<file path="config.mk">
export PLATFORM = sky130hd
export DESIGN_NAME = ple_ctrl
export DESIGN_NICKNAME = d
export VERILOG_FILES = /design/src/sv/per_user_lru_exclude_set_core_defines.svh /design/src/sv/ple_pkg.sv /design/src/sv/ple_ctrl.sv
export SDC_FILE = /design/constraint.sdc
export NUM_CORES = 1
export LEC_CHECK = 0
export BUFFER_PORTS_ARGS = -buffer_cell sky130_fd_sc_hd__buf_2
export CORE_AREA = 2 2 39 41
export DETAILED_ROUTE_END_ITERATION = 12
export DIE_AREA = 0 0 41 43
export PLACE_DENSITY = 0.55
export SLEW_MARGIN = 20
export SYNTH_ARGS = -nofsm -noshare
export SYNTH_HDL_FRONTEND = slang
export SYNTH_SLANG_ARGS = --single-unit
</file>
<file path="constraint.sdc">
create_clock -name clk -period 1.1 [get_ports clk]
set_input_delay 0.11 -clock clk [delete_from_list [all_inputs] [get_ports clk]]
set_output_delay 0.11 -clock clk [all_outputs]
set_load 0.02 [all_outputs]
</file>
<file path="src/sv/per_user_lru_exclude_set_core_defines.svh">
// Assertion macros for the exclusion set block
`ifndef PER_USER_LRU_EXCLUDE_SET_CORE_DEFINES_SVH
`define PER_USER_LRU_EXCLUDE_SET_CORE_DEFINES_SVH
`ifndef SYNTHESIS
`define PLE_ASSERT(lbl, clk, rst_n, prop, msg) \
	lbl: assert property (@(posedge clk) disable iff (!rst_n) prop) else $error(msg);
`define PLE_ASSERT_ALWAYS(lbl, clk, prop, msg) \
	lbl: assert property (@(posedge clk) prop) else $error(msg);
`else
`define PLE_ASSERT(lbl, clk, rst_n, prop, msg)
`define PLE_ASSERT_ALWAYS(lbl, clk, prop, msg)
`endif
`endif

</file>
<file path="src/sv/ple_pkg.sv">
package ple_pkg;

	localparam int USERS_DEF   = 16;
	localparam int ENTRIES_DEF = 16;

	localparam int UID_W     = 16;
	localparam int DAT_W     = 32;
	localparam int CFG_IDX_W = 2;
	localparam int PSIZE_W   = 5;

	// request modes
	localparam logic [1:0] MODE_ADD   = 2'd0;
	localparam logic [1:0] MODE_QUERY = 2'd1;
	localparam logic [1:0] MODE_PURGE = 2'd2;
	localparam logic [1:0] MODE_TICK  = 2'd3;

	// response status codes
	localparam logic [1:0] STAT_ADDED   = 2'd0;
	localparam logic [1:0] STAT_PRESENT = 2'd1;
	localparam logic [1:0] STAT_DONE    = 2'd2;

	// configuration register indexes
	localparam logic [CFG_IDX_W-1:0] REG_ENABLE  = 2'd0;
	localparam logic [CFG_IDX_W-1:0] REG_PSIZE   = 2'd1;
	localparam logic [CFG_IDX_W-1:0] REG_TIMEOUT = 2'd2;

	typedef enum logic [2:0] {
		ST_IDLE,
		ST_LOOK,
		ST_READ,
		ST_MOD,
		ST_PREAD,
		ST_PWRITE,
		ST_DONE
	} state_t;

	// controller to datapath
	typedef struct packed {
		logic load;
		logic look;
		logic rd;
		logic modify;
		logic prd;
		logic pwr;
		logic out_load;
	} cmd_t;

	// datapath to controller
	typedef struct packed {
		logic [1:0] mode;
		logic       need_mem;
		logic       cache_on;
		logic       plast;
	} sts_t;

endpackage

</file>
<file path="src/sv/ple_ctrl.sv">
module ple_ctrl
	import ple_pkg::*;
(
	input  logic clk,
	input  logic arst_n,
	input  logic req_valid,
	output logic req_ready,
	output logic rsp_valid,
	input  logic rsp_ready,
	input  sts_t sts,
	output cmd_t cmd
);

	state_t state_q, state_d;
	logic   rsp_valid_q;
	logic   slot_free;

	assign slot_free = !rsp_valid_q || rsp_ready;
	assign rsp_valid = rsp_valid_q;
	assign req_ready = (state_q == ST_IDLE);

	// next state
	always_comb begin
		state_d = state_q;
		case (state_q)
			ST_IDLE: begin
				if (req_valid) state_d = ST_LOOK;
			end
			ST_LOOK: begin
				case (sts.mode)
					MODE_PURGE: state_d = sts.cache_on ? ST_PREAD : ST_DONE;
					MODE_TICK:  state_d = ST_DONE;
					default:    state_d = sts.need_mem ? ST_READ : ST_DONE;
				endcase
			end
			ST_READ:   state_d = ST_MOD;
			ST_MOD:    state_d = ST_DONE;
			ST_PREAD:  state_d = ST_PWRITE;
			ST_PWRITE: state_d = sts.plast ? ST_DONE : ST_PREAD;
			ST_DONE: begin
				if (slot_free) state_d = ST_IDLE;
			end
			default:   state_d = ST_IDLE;
		endcase
	end

	// commands
	always_comb begin
		cmd = '0;
		case (state_q)
			ST_IDLE:   cmd.load = req_valid;
			ST_LOOK:   cmd.look = 1'b1;
			ST_READ:   cmd.rd = 1'b1;
			ST_MOD:    cmd.modify = 1'b1;
			ST_PREAD:  cmd.prd = 1'b1;
			ST_PWRITE: cmd.pwr = 1'b1;
			ST_DONE:   cmd.out_load = slot_free;
			default:   cmd = '0;
		endcase
	end

	always_ff @(posedge clk or negedge arst_n) begin
		if (!arst_n) begin
			state_q     <= ST_IDLE;
			rsp_valid_q <= 1'b0;
		end else begin
			state_q <= state_d;
			if (cmd.out_load) rsp_valid_q <= 1'b1;
			else if (rsp_ready) rsp_valid_q <= 1'b0;
		end
	end

endmodule

</file>
# After elaboration in Yosys (flattened, before gate mapping)
# Cells that the tools add are included.
# classes
eq_ne	10
mux	16
reduce_logical	5
# ops
cell	count
3-bit one-hot mux with 7 select lines	1
3-bit == test, second input constant	3
1-bit 2-to-1 mux	9
3-bit 2-to-1 mux	3
3-bit by 2-bit == test with 1-bit output, second input constant	2
3-bit one-hot mux with 2 select lines	1
2-bit == test, second input constant	2
2-bit 2-to-1 mux	2
2-bit inequality test, second input constant	2
3-bit by 1-bit == test with 1-bit output, second input constant	1
3-bit logical NOT	1
2-bit AND reduction	1
2-bit nonzero test	1
1-bit logical NOT	1
1-bit logical OR	1
# totals
ff_bits	4
input_bits	9
out_inout_bits	9
wordCells	33

# Depth between registers and ports, before layout
# Gate-level depths: netlist of the first run.
# logic_depth
word_depth	4
mapped_depth	3

# Least setup slack after synthesis of the first run
# Ideal clock, no wire load.
# synth_path
path_kind	reg-to-output
start	register state_q[2]
end	output cmd[6] (netlist bit)
t_arrival_ns	1.190
setup_slack_ns	-0.200
path_stages_with_launch	4
path_buffers	1
path_cell_list	dfrtp_1 -> buf_4 -> nor3_2 -> and2_1
# synth_rtl
element	line	text
from (decl)	ple_ctrl.sv:14	state_t state_q, state_d;
from (signal assigned)	ple_ctrl.sv:67	state_q <= state_d;
to (decl)	ple_ctrl.sv:11	output cmd_t cmd

==> run metrics, run 1 <==
status complete, but fails checks; failing checks negative setup slack; Total Wirelength 882 um; ant diodes 0; hold depth 2; pwr/cell area around 3000 mW/mm2; endpoints failing hold 0; RD Place Congestion 0.661; CTS H-Tree Depth 1; GRT Util Overall 12.3%; syn avg cell area 10.2 um2; Rows 14; Pleak around 0.30 nW; critical path peak fanout 6; synthesized instance count 31; post-synthesis register bit count 4; vias in the first global route 333; cts bufs inserted 3; placed cells 66; Layout Skew 1.60 ps; EDFF count, synth 0; Primary FF master, synth dfrtp_1; largest net degree at the start of global routing 7; Clock Path Buffers 2; CTS root buffer clkbuf_4; Final Cycle Share 114%; nets a little over 70; worst hold path type in -> reg; crit-path cells nor3_4 -> and2_4 -> buf_6; Reg clk slew, reported paths 40 ps; Synth top area share about a third; wire per inst ~11 um; Top Family by Delay on Critical Path flip-flops; drt first pass iters 2; R2R Setup Slk -60 ps; kind of critical path reg -> out; Skew-Pair Late Insertion Delay around 230 ps; Avg Vias per Cell ~4.5; sequential fraction of the synthesis area 31.6%; maximum VDD drop approximately 1.2 mV; FFs w/ async S/R, synth between 90% and 100%; total gr overflow 0; I/O Buffers 17; Req. time, crit path ~990 ps; Ys Warns 0; core region area roughly 0.0014 mm2; Post-Syn Area ~320 um2; unrepaired setup endpoints after global routing true; Ports 18; fmax a little under 800 MHz; CP endpoint kind output port; die area approximately 0.0018 mm2; reg2reg path depth 5; Fillers around 140; clk sink count 4; Unique masters post-synth 22; fraction of layout cells with a size suffix above 1 ~84%; setup TNS -1040 ps; leading post-synthesis cells by cell area dfrtp_1, nand4bb_1, nor3b_1; max incr delay on CP 450 ps; R2R Path End state_q[1]$_DFFE_PN0P_; first-pass GRT wire length approximately 1400 um; Iter 0 DRT Violations 4; initial antenna violation count 0; Max Transition Viols Final 0; hold endpoint rsp_valid$_DFFE_PN0P_; hpwl dp between 500 and 600 um; CP arrival between 1000 and 1500 ps; Core Util, Final a little under half; area grow syn2layout 107%; Slew @ Worst Pin around 240 ps; Die Ht about 43 um; worst rel slew slack between 80 and 90%; top-count cell post-synth dfrtp_1; area leader, netlist dfrtp_1; Finished Layout Cells slightly below 80; Max-cap violations 0; Post-DRT Antenna Nets 0; setup violators final 9; hold path start rsp_ready; Die Wd about 41 um; worst setup margin -159 ps; slowest library cell on the worst path dfrtp_2; Starting Density 22.9%; drt drc 0; Crit path buffers/inverters 1; Reg2Reg Launch Point state_q[0]$_DFFE_PN0P_; Synth Net Count 40; TritonCTS clock tree done; via count ~350; crit path time final roughly 1300 ps; CP Launch Type register; most instantiated cells after synthesis dfrtp_1, nor3b_1
==> layout make-up <==
cell class | instances | area [um2] | area share [%]
Inverter | 3 | 11.3 | 1.72
Timing Repair Buffer | 30 | 236 | 36.1
Sequential cell | 4 | 104 | 15.9
Multi-Input combinational cell | 21 | 260 | 39.8
Clock buffer | 3 | 22.5 | 3.44
Tap cell | 16 | 20.0 | 3.06
==> how the worst max path moves through the flow <==
stage | cells after the start | end | slack [ps] | start
after floorplan | 2 | cmd[1] | -120 | state_q[1]$_DFFE_PN0P_
after global placement | 3 | cmd[0] | -60 | state_q[1]$_DFFE_PN0P_
after detailed placement | 2 | state_q[1]$_DFFE_PN0P_ | -120 | state_q[1]$_DFFE_PN0P_
after CTS | 3 | cmd[6] | -180 | state_q[2]$_DFFE_PN0P_
after global routing | 4 | cmd[6] | -220 | state_q[1]$_DFFE_PN0P_
final | 3 | cmd[6] | -160 | state_q[2]$_DFFE_PN0P_
==> stage by stage <==
step / setup slack, ps / area (um2) / hold slack, ps / power, mW
3_5_place_dp: -116 / 443 / -83.5 / 1.24
6_report: -159 / 654 / 124 / 1.98
3_3_place_gp: -55.8 / 443 / -83.2 / 1.23
4_1_cts: -176 / 604 / 112 / 1.84
2_1_floorplan: -124 / 327 / -186 / 0.987
5_1_grt: -217 / 654 / 142 / 2.12
==> metal layers <==
layer  up-vias  part of all wire, %  GRT usage [%]  routed length [um]
li1        175                    -              -                   -
met1       158                   37           13.4                 328
met2        10                   57           19.4                 503
met3         2                  4.0           5.24                  35
met4         0                  1.6           6.00                  14
met5         -                    0              0                   0
==> flip-flops by register name (all words and copies together) (netlist names) <==
| signal | flops |
|---|---|
| state_q | 3 |
| rsp_valid | 1 |
==> cells by family after synthesis <==
logic type             Yosys count  share of synthesized area (%)
and+or+nand+nor                 16                           41.5
buffers and inverters            6                           11.9
AOI/OAI and AO/OA                5                           15.0
DFF                              4                           31.6
==> power breakdown <==
part	internal [mW]	switching, mW
clock	0.122	0.0540
combinational	0.784	0.660
sequential	0.235	0.127
==> what timing repair did <==
item                                    CTS  global route
buffers inserted                          6             1
gates resized for setup                  24            10
endpoints found under the setup margin   11            11
pin swaps                                 5             2
cloned                                    0             0
hold buffers                              1             0
endpoints found under the hold margin     4             0
==> cells in the final DEF, fill, tap and decap left out <==
master	n
buf_6	9
and2_4	1
inv_1	2
a211oi_2	1
buf_4	9
a21oi_2	1
clkbuf_4	4
nand4b_1	1
nor4bb_4	1
nor3b_2	3
o21ai_0	1
nand2b_4	1
nor3b_4	1
inv_2	1
nor3_4	2
dfrtp_2	3
nor2_4	1
dfrtp_1	1
o311ai_2	1
dlygate4sd3_1	1
buf_2	10
nand4bb_1	2
nand3b_1	1
o221ai_2	1
and3_1	1
nor3_2	1
(Power assumes the default switching activity.)
==> inputs of run 2 (changes only) <==
--- a/config.mk
+++ b/config.mk
@@ -9,7 +9,7 @@
 export CORE_AREA = 2 2 39 41
 export DETAILED_ROUTE_END_ITERATION = 12
 export DIE_AREA = 0 0 41 43
-export PLACE_DENSITY = 0.55
+export PLACE_DENSITY = 0.44
 export SLEW_MARGIN = 20
 export SYNTH_ARGS = -nofsm -noshare
 export SYNTH_HDL_FRONTEND = slang
==> run metrics, run 2 (synthesis gave the netlist of run 1 again) <==
critical path peak fanout 7 (+1); Skew-Pair Late Insertion Delay 240 ps (about the same); Rows 14 (unchanged); drt first pass iters 1 (-1); most common cell after layout, fill and taps aside buf_4; Reg clk slew, reported paths 40 ps (about the same); Iter 0 DRT Violations 0 (-4); kind of critical path reg -> out; fraction of layout cells with a size suffix above 1 81.5% (-2.1 points); endpoints failing hold 0 (unchanged); CTS root buffer clkbuf_4; placed inst area 473 um2 (+6.8%); clk sink count 4 (unchanged); Die Wd 41 um (unchanged); GRT Util Overall 11.2% (-1.1 points); Tot Pwr 1.91 mW (-3.5%); first-pass GRT wire length 1200 um (-15%); Layout Skew 5.17 ps (+3.57 ps); Max-cap violations 0 (unchanged); cts bufs inserted 3 (unchanged); largest net degree at the start of global routing 9 (+2); worst hold path type in -> reg; final instance area 639 um2 (-2.3%); failing checks negative setup slack; worst setup margin -173 ps (-14.0 ps); wire per inst 10.1 um (-12%); Slew @ Worst Pin 225 ps (-12.7 ps); nets 76 (+5.6%); power share of the clock group 9.5% (+0.6 points); largest reg by FF count state_q; die area 0.00176 mm2 (unchanged); maximum VDD drop 1.30 mV (+10%); max reg flops 3 (unchanged); TritonCTS clock tree done; Final Cycle Share 116% (+1.3 points); fmax 786 MHz (-1.1%); Total Wirelength 821 um (-6.9%); via count 368 (+6.7%); area grow syn2layout 102%; Net Sw Frac 40.7% (-1.8 points); Die Ht 43 um (unchanged); initial antenna violation count 0 (unchanged); drt drc 0 (unchanged); Sw Pwr 0.778 mW (-7.5%); Max Transition Viols Final 0 (unchanged); core region area 0.00138 mm2 (unchanged); Post-DRT Antenna Nets 0 (unchanged); CP Launch Type register; hpwl dp 591 um (+5.0%); most frequent cells in the layout buf_4, buf_2, buf_6; Avg Vias per Cell 4.54 (+1.4%); Ports 18 (unchanged); crit path time final 1270 ps (+14.0 ps); ant diodes 0 (unchanged); CTS H-Tree Depth 1 (unchanged); I/O Buffers 17 (unchanged); worst hold slack 98.3 ps (-25.6 ps); sequential power share 19.9% (+1.6 points); RD Place Congestion 0.708 (+7.1%); CP endpoint kind output port; Pleak 0.303 nW (+1.6%); pwr/cell area 2990 mW/mm2 (-1.2%); CP arrival 1160 ps (about the same); pre-CTS setup slack -27.6 ps (+88.0 ps); worst rel slew slack 85.0% (+0.85 points); placed cells 70 (+6.1%); Finished Layout Cells 81 (+5.2%); Clock Path Buffers 2 (unchanged); Starting Density 22.9% (unchanged); vias in the first global route 298 (-11%); status complete, but fails checks; power share of the combinational group 70.6% (-2.3 points); total gr overflow 0 (unchanged); setup violators final 10 (+1); Fillers 138 (-2.1%); internal cell power 1.13 mW (-0.53%); unrepaired setup endpoints after global routing true; Req. time, crit path 990 ps (about the same)
-- run 2: changes by cell type in the layout (fill, tap and decap cells not counted) --
| cell | change |
|---|---|
| clkbuf_4 | -1 |
| nand2b_1 | +1 |
| nand2b_4 | -1 |
| buf_6 | -4 |
| buf_2 | +1 |
| nor2_4 | -1 |
| nor3_4 | -1 |
| nor3_2 | +1 |
| buf_4 | +8 |
| nor2_1 | +1 |
| nor3b_2 | +1 |
| nor3b_4 | -1 |
-- run 2: worst paths after layout --
kind	startpoint	to	slack, ps	cells after the start
worst max-delay path	state_q[2]$_DFFE_PN0P_	cmd[6]	-170	3
worst min register to register	rsp_valid$_DFFE_PN0P_	rsp_valid$_DFFE_PN0P_	590	2
worst min-delay path	rsp_ready	rsp_valid$_DFFE_PN0P_	100	2
min in group asynchronous	arst_n	rsp_valid$_DFFE_PN0P_	200	2
max in group asynchronous	arst_n	state_q[0]$_DFFE_PN0P_	760	2
worst max register to register	state_q[1]$_DFFE_PN0P_	state_q[1]$_DFFE_PN0P_	-130	4
-- run 2: layer usage --
metal  global-route usage (%)  wire, um  part of all wire [%]  vias up
met2                     12.2       339                    41       13
li1                         -         -                     -      186
met4                     10.0        26                   3.2        0
met1                     14.6       396                    48      165
met5                        0         0                     0        -
met3                     6.28        57                   6.9        4
-- run 2: cell type report --
class | count | area, um2 | area share [%]
repair buffers | 34 | 249 | 38.9
multi-input cells | 21 | 233 | 36.4
flip-flops and latches | 4 | 104 | 16.2
clock buffers | 3 | 22.5 | 3.52
well taps | 16 | 20.0 | 3.13
inverters | 3 | 11.3 | 1.76
-- run 2: what timing repair did --
action | 4_1_cts | 5_1_grt
gates resized for setup | 16 | 6
setup buffers | 4 | 3
hold buffers | 1 | 0
endpoints found under the hold margin | 4 | 0
endpoints found under the setup margin | 9 | 10
pin swaps | 3 | 2
-- run 2: worst max-delay path, cell delays in order, from the launching register on --
cell and delay [ps]:
dfrtp_2 470, nor3_4 200, and2_4 160, buf_6 100
-- run 2: metrics by stage --
| step | util (%) | TNS, ps |
|---|---|---|
| after detailed placement | 34.2 | -56.6 |
| after floorplan | - | -430 |
| after global routing | 46.2 | -1900 |
| final | 46.2 | -1300 |
| after global placement | 34.2 | -89.9 |
| after CTS | 42.7 | -1300 |
-- run 2: power by group through the flow --
stage	registers (mW)	clock network, mW	logic [mW]
floorplan	0.323	0	0.664
global placement	0.384	0	0.965
global route	0.397	0.212	1.46
detailed placement	0.384	0	0.960
CTS	0.383	0.191	1.20
finish	0.380	0.182	1.35
==> inputs of run 3 (changes only) <==
--- a/config.mk
+++ b/config.mk
@@ -5,11 +5,13 @@
 export SDC_FILE = /design/constraint.sdc
 export NUM_CORES = 1
 export LEC_CHECK = 0
+export ABC_AREA = 1
 export BUFFER_PORTS_ARGS = -buffer_cell sky130_fd_sc_hd__buf_2
 export CORE_AREA = 2 2 39 41
+export CTS_CLUSTER_DIAMETER = 80
 export DETAILED_ROUTE_END_ITERATION = 12
 export DIE_AREA = 0 0 41 43
-export PLACE_DENSITY = 0.44
+export PLACE_DENSITY = 0.4
 export SLEW_MARGIN = 20
 export SYNTH_ARGS = -nofsm -noshare
 export SYNTH_HDL_FRONTEND = slang
==> run metrics, run 3 <==
failing checks negative setup slack; Iter 0 DRT Violations 1 (+1); wire per inst 9.38 um (-7.4%); initial antenna violation count 0 (unchanged); Req. time, crit path 990 ps (about the same); worst hold slack 98.0 ps (-0.353 ps); CTS root buffer clkbuf_4; pwr/cell area 3040 mW/mm2 (+1.7%); Core Util, Final 34.6% (-12 points); Rows 14 (unchanged); leading post-synthesis cells by cell area dfrtp_1, nor2_1, inv_1; R2R Setup Slk 70 ps (+200 ps); core region area 0.00138 mm2 (unchanged); launch point of the worst path state_q[2]$_DFFE_PN0P_; Tot Pwr 1.46 mW (-24%); Ys Warns 0 (unchanged); clk sink count 4 (unchanged); most frequent cells in the layout buf_2, buf_4, inv_1, nor2_1; post-synthesis adder-cell area fraction 0% (unchanged); kind of critical path reg -> out; RD Place Congestion 0.691 (-2.4%); maximum VDD drop 0.885 mV (-32%); Max-cap violations 0 (unchanged); drt drc 0 (unchanged); hpwl dp 537 um (-9.1%); Synth Area in Compound Gates 5.88% (-9.1 points); Slew @ Worst Pin 196 ps (-28.7 ps); largest reg by FF count state_q; CP arrival 1130 ps (-30 ps); Post-DRT Antenna Nets 0 (unchanged); area grow syn2layout 87.7%; nets 76 (unchanged); CTS H-Tree Depth 1 (unchanged); cts bufs inserted 3 (unchanged); CP Launch Type register; Synth Area in XOR/XNOR 0% (unchanged); slowest library cell on the worst path dfrtp_1; EDFF count, synth 0 (unchanged); Primary FF master, synth dfrtp_1; vias in the first global route 311 (+4.4%); Reg2Reg Launch Point state_q[1]$_DFFE_PN0P_; Ports 18 (unchanged); ant diodes 0 (unchanged); sequential power share 23.2% (+3.3 points); FFs w/ async S/R, synth 100% (unchanged); Max Transition Viols Final 0 (unchanged); Post-Syn Area 255 um2 (-19%); largest net degree at the start of global routing 8 (-1); largest family of logic cells by synthesized area simple AND/OR/NAND/NOR gates; Synth top area share 39.2% (+7.6 points); worst rel slew slack 86.8% (+1.8 points); drt first pass iters 2 (+1); Skew-Pair Late Insertion Delay 230 ps (about the same); I/O Buffers 17 (unchanged); post-synthesis mux area share 0% (unchanged); power share of the clock group 11.8% (+2.3 points); crit path to cmd[3]; reg2reg path depth 6 (+2); Total Wirelength 760 um (-7.4%); GRT Util Overall 9.58% (-1.6 points); power share of the combinational group 65.0% (-5.6 points); Net Sw Frac 47.0% (+6.4 points); Synth Net Count 49 (+23%); area leader, netlist dfrtp_1; WP depth 4 (+1); post-synthesis register bit count 4 (unchanged); Avg Vias per Cell 4.15 (-8.7%); crit path time final 1240 ps (-29.9 ps); Unique masters post-synth 13 (-41%); TritonCTS clock tree done; most instantiated cells after synthesis nor2_1, inv_1, nand2_1; endpoints failing hold 0 (unchanged); R2R Path End state_q[2]$_DFFE_PN0P_; top-count cell post-synth nor2_1; Die Ht 43 um (unchanged); sequential fraction of the synthesis area 39.2% (+7.6 points); Sw Pwr 0.686 mW (-12%); syn avg cell area 6.38 um2 (-38%); status complete, but fails checks; synthesized instance count 40 (+29%); critical path peak fanout 5 (-2); fmax 804 MHz (+2.4%); Die Wd 41 um (unchanged); Crit path buffers/inverters 2 (+1); via count 336 (-8.7%); max reg flops 3 (unchanged); Reg clk slew, reported paths 40 ps (about the same); total gr overflow 0 (unchanged); fraction of layout cells with a size suffix above 1 56.9% (-25 points); Pleak 0.255 nW (-16%); max incr delay on CP 400 ps (-70 ps); setup violators final 8 (-2); CP endpoint kind output port; internal cell power 0.772 mW (-32%); unrepaired setup endpoints after global routing true; die area 0.00176 mm2 (unchanged); pre-CTS setup slack 55.7 ps (+83.3 ps); Top Family by Delay on Critical Path flip-flops; first-pass GRT wire length 1060 um (-12%); Synth Area in Simple Gates 43.1% (+1.6 points); crit-path cells inv_2 -> nand2_1 -> nor2_2 -> buf_4; Layout Skew 4.01 ps (-1.16 ps); worst setup margin -143 ps (+29.9 ps); Starting Density 18.4% (-4.4 points); Final Cycle Share 113% (-2.7 points); Clock Path Buffers 2 (unchanged); worst hold path type in -> reg
## run 3: cell types whose count changed in the layout (fill, tap and decap cells not counted), moves of 3 or more
cell	change
buf_4	-8
inv_1	+4
nor2_1	+5
nor2_2	+5
nand2_1	+5
nor3b_2	-4
nand2_2	+3
## run 3: cell type report
type	instances	area, um2
Sequential cell	4	103
Inverter	8	30.0
Tap cell	16	20.0
Fill cell	162	905
Timing Repair Buffer	22	156
Multi-Input combinational cell	28	148
Clock buffer	3	22.5
## run 3: power groups by stage
stage                     Clock (mW)  Combinational (mW)  Sequential (mW)
after detailed placement           0               0.654            0.321
after CTS                      0.183               0.836            0.314
final                          0.172               0.948            0.338
after global routing           0.202                1.03            0.348
after global placement             0               0.664            0.319
after floorplan                    0               0.433            0.327
## run 3: worst min path at each step
| stage | startpoint | endpoint | slack (ps) | depth (start not counted) |
|---|---|---|---|---|
| after floorplan | arst_n | rsp_valid$_DFFE_PN0P_ | -190 | 0 |
| after global placement | arst_n | rsp_valid$_DFFE_PN0P_ | -80 | 1 |
| after detailed placement | arst_n | rsp_valid$_DFFE_PN0P_ | -80 | 1 |
| after CTS | rsp_ready | rsp_valid$_DFFE_PN0P_ | 100 | 2 |
| after global routing | rsp_ready | rsp_valid$_DFFE_PN0P_ | 110 | 2 |
| final | rsp_ready | rsp_valid$_DFFE_PN0P_ | 100 | 2 |
## run 3: metal layers
| metal | vias to the layer above | part of all wire, % | track usage, % |
|---|---|---|---|
| li1 | 172 | - | - |
| met1 | 155 | 40 | 9.12 |
| met2 | 9 | 56 | 14.4 |
| met3 | 0 | 4.1 | 3.14 |
| met4 | 0 | 0 | 10.0 |
| met5 | - | 0 | 0 |
## run 3: repair_timing
| action | in CTS | in global routing |
|---|---|---|
| setup buffers | 3 | 1 |
| hold buffers | 1 | 0 |
| setup endpoints to repair | 8 | 8 |
| pin swaps | 1 | 2 |
| endpoints found under the hold margin | 4 | 0 |
| resized for setup | 10 | 12 |
## run 3: cell families after synthesis
kind of cell | Yosys count
flip-flops | 4
buffers and inverters | 8
AND/OR/NAND/NOR | 25
AO/OA/AOI/OAI | 3
## run 3: metrics by stage
step	setup TNS [ps]	instances	cell area, um2
after CTS	-890	80	443
after global routing	-1350	81	479
after detailed placement	0	73	360
final	-782	81	479
after global placement	0	73	360
after floorplan	0	40	255
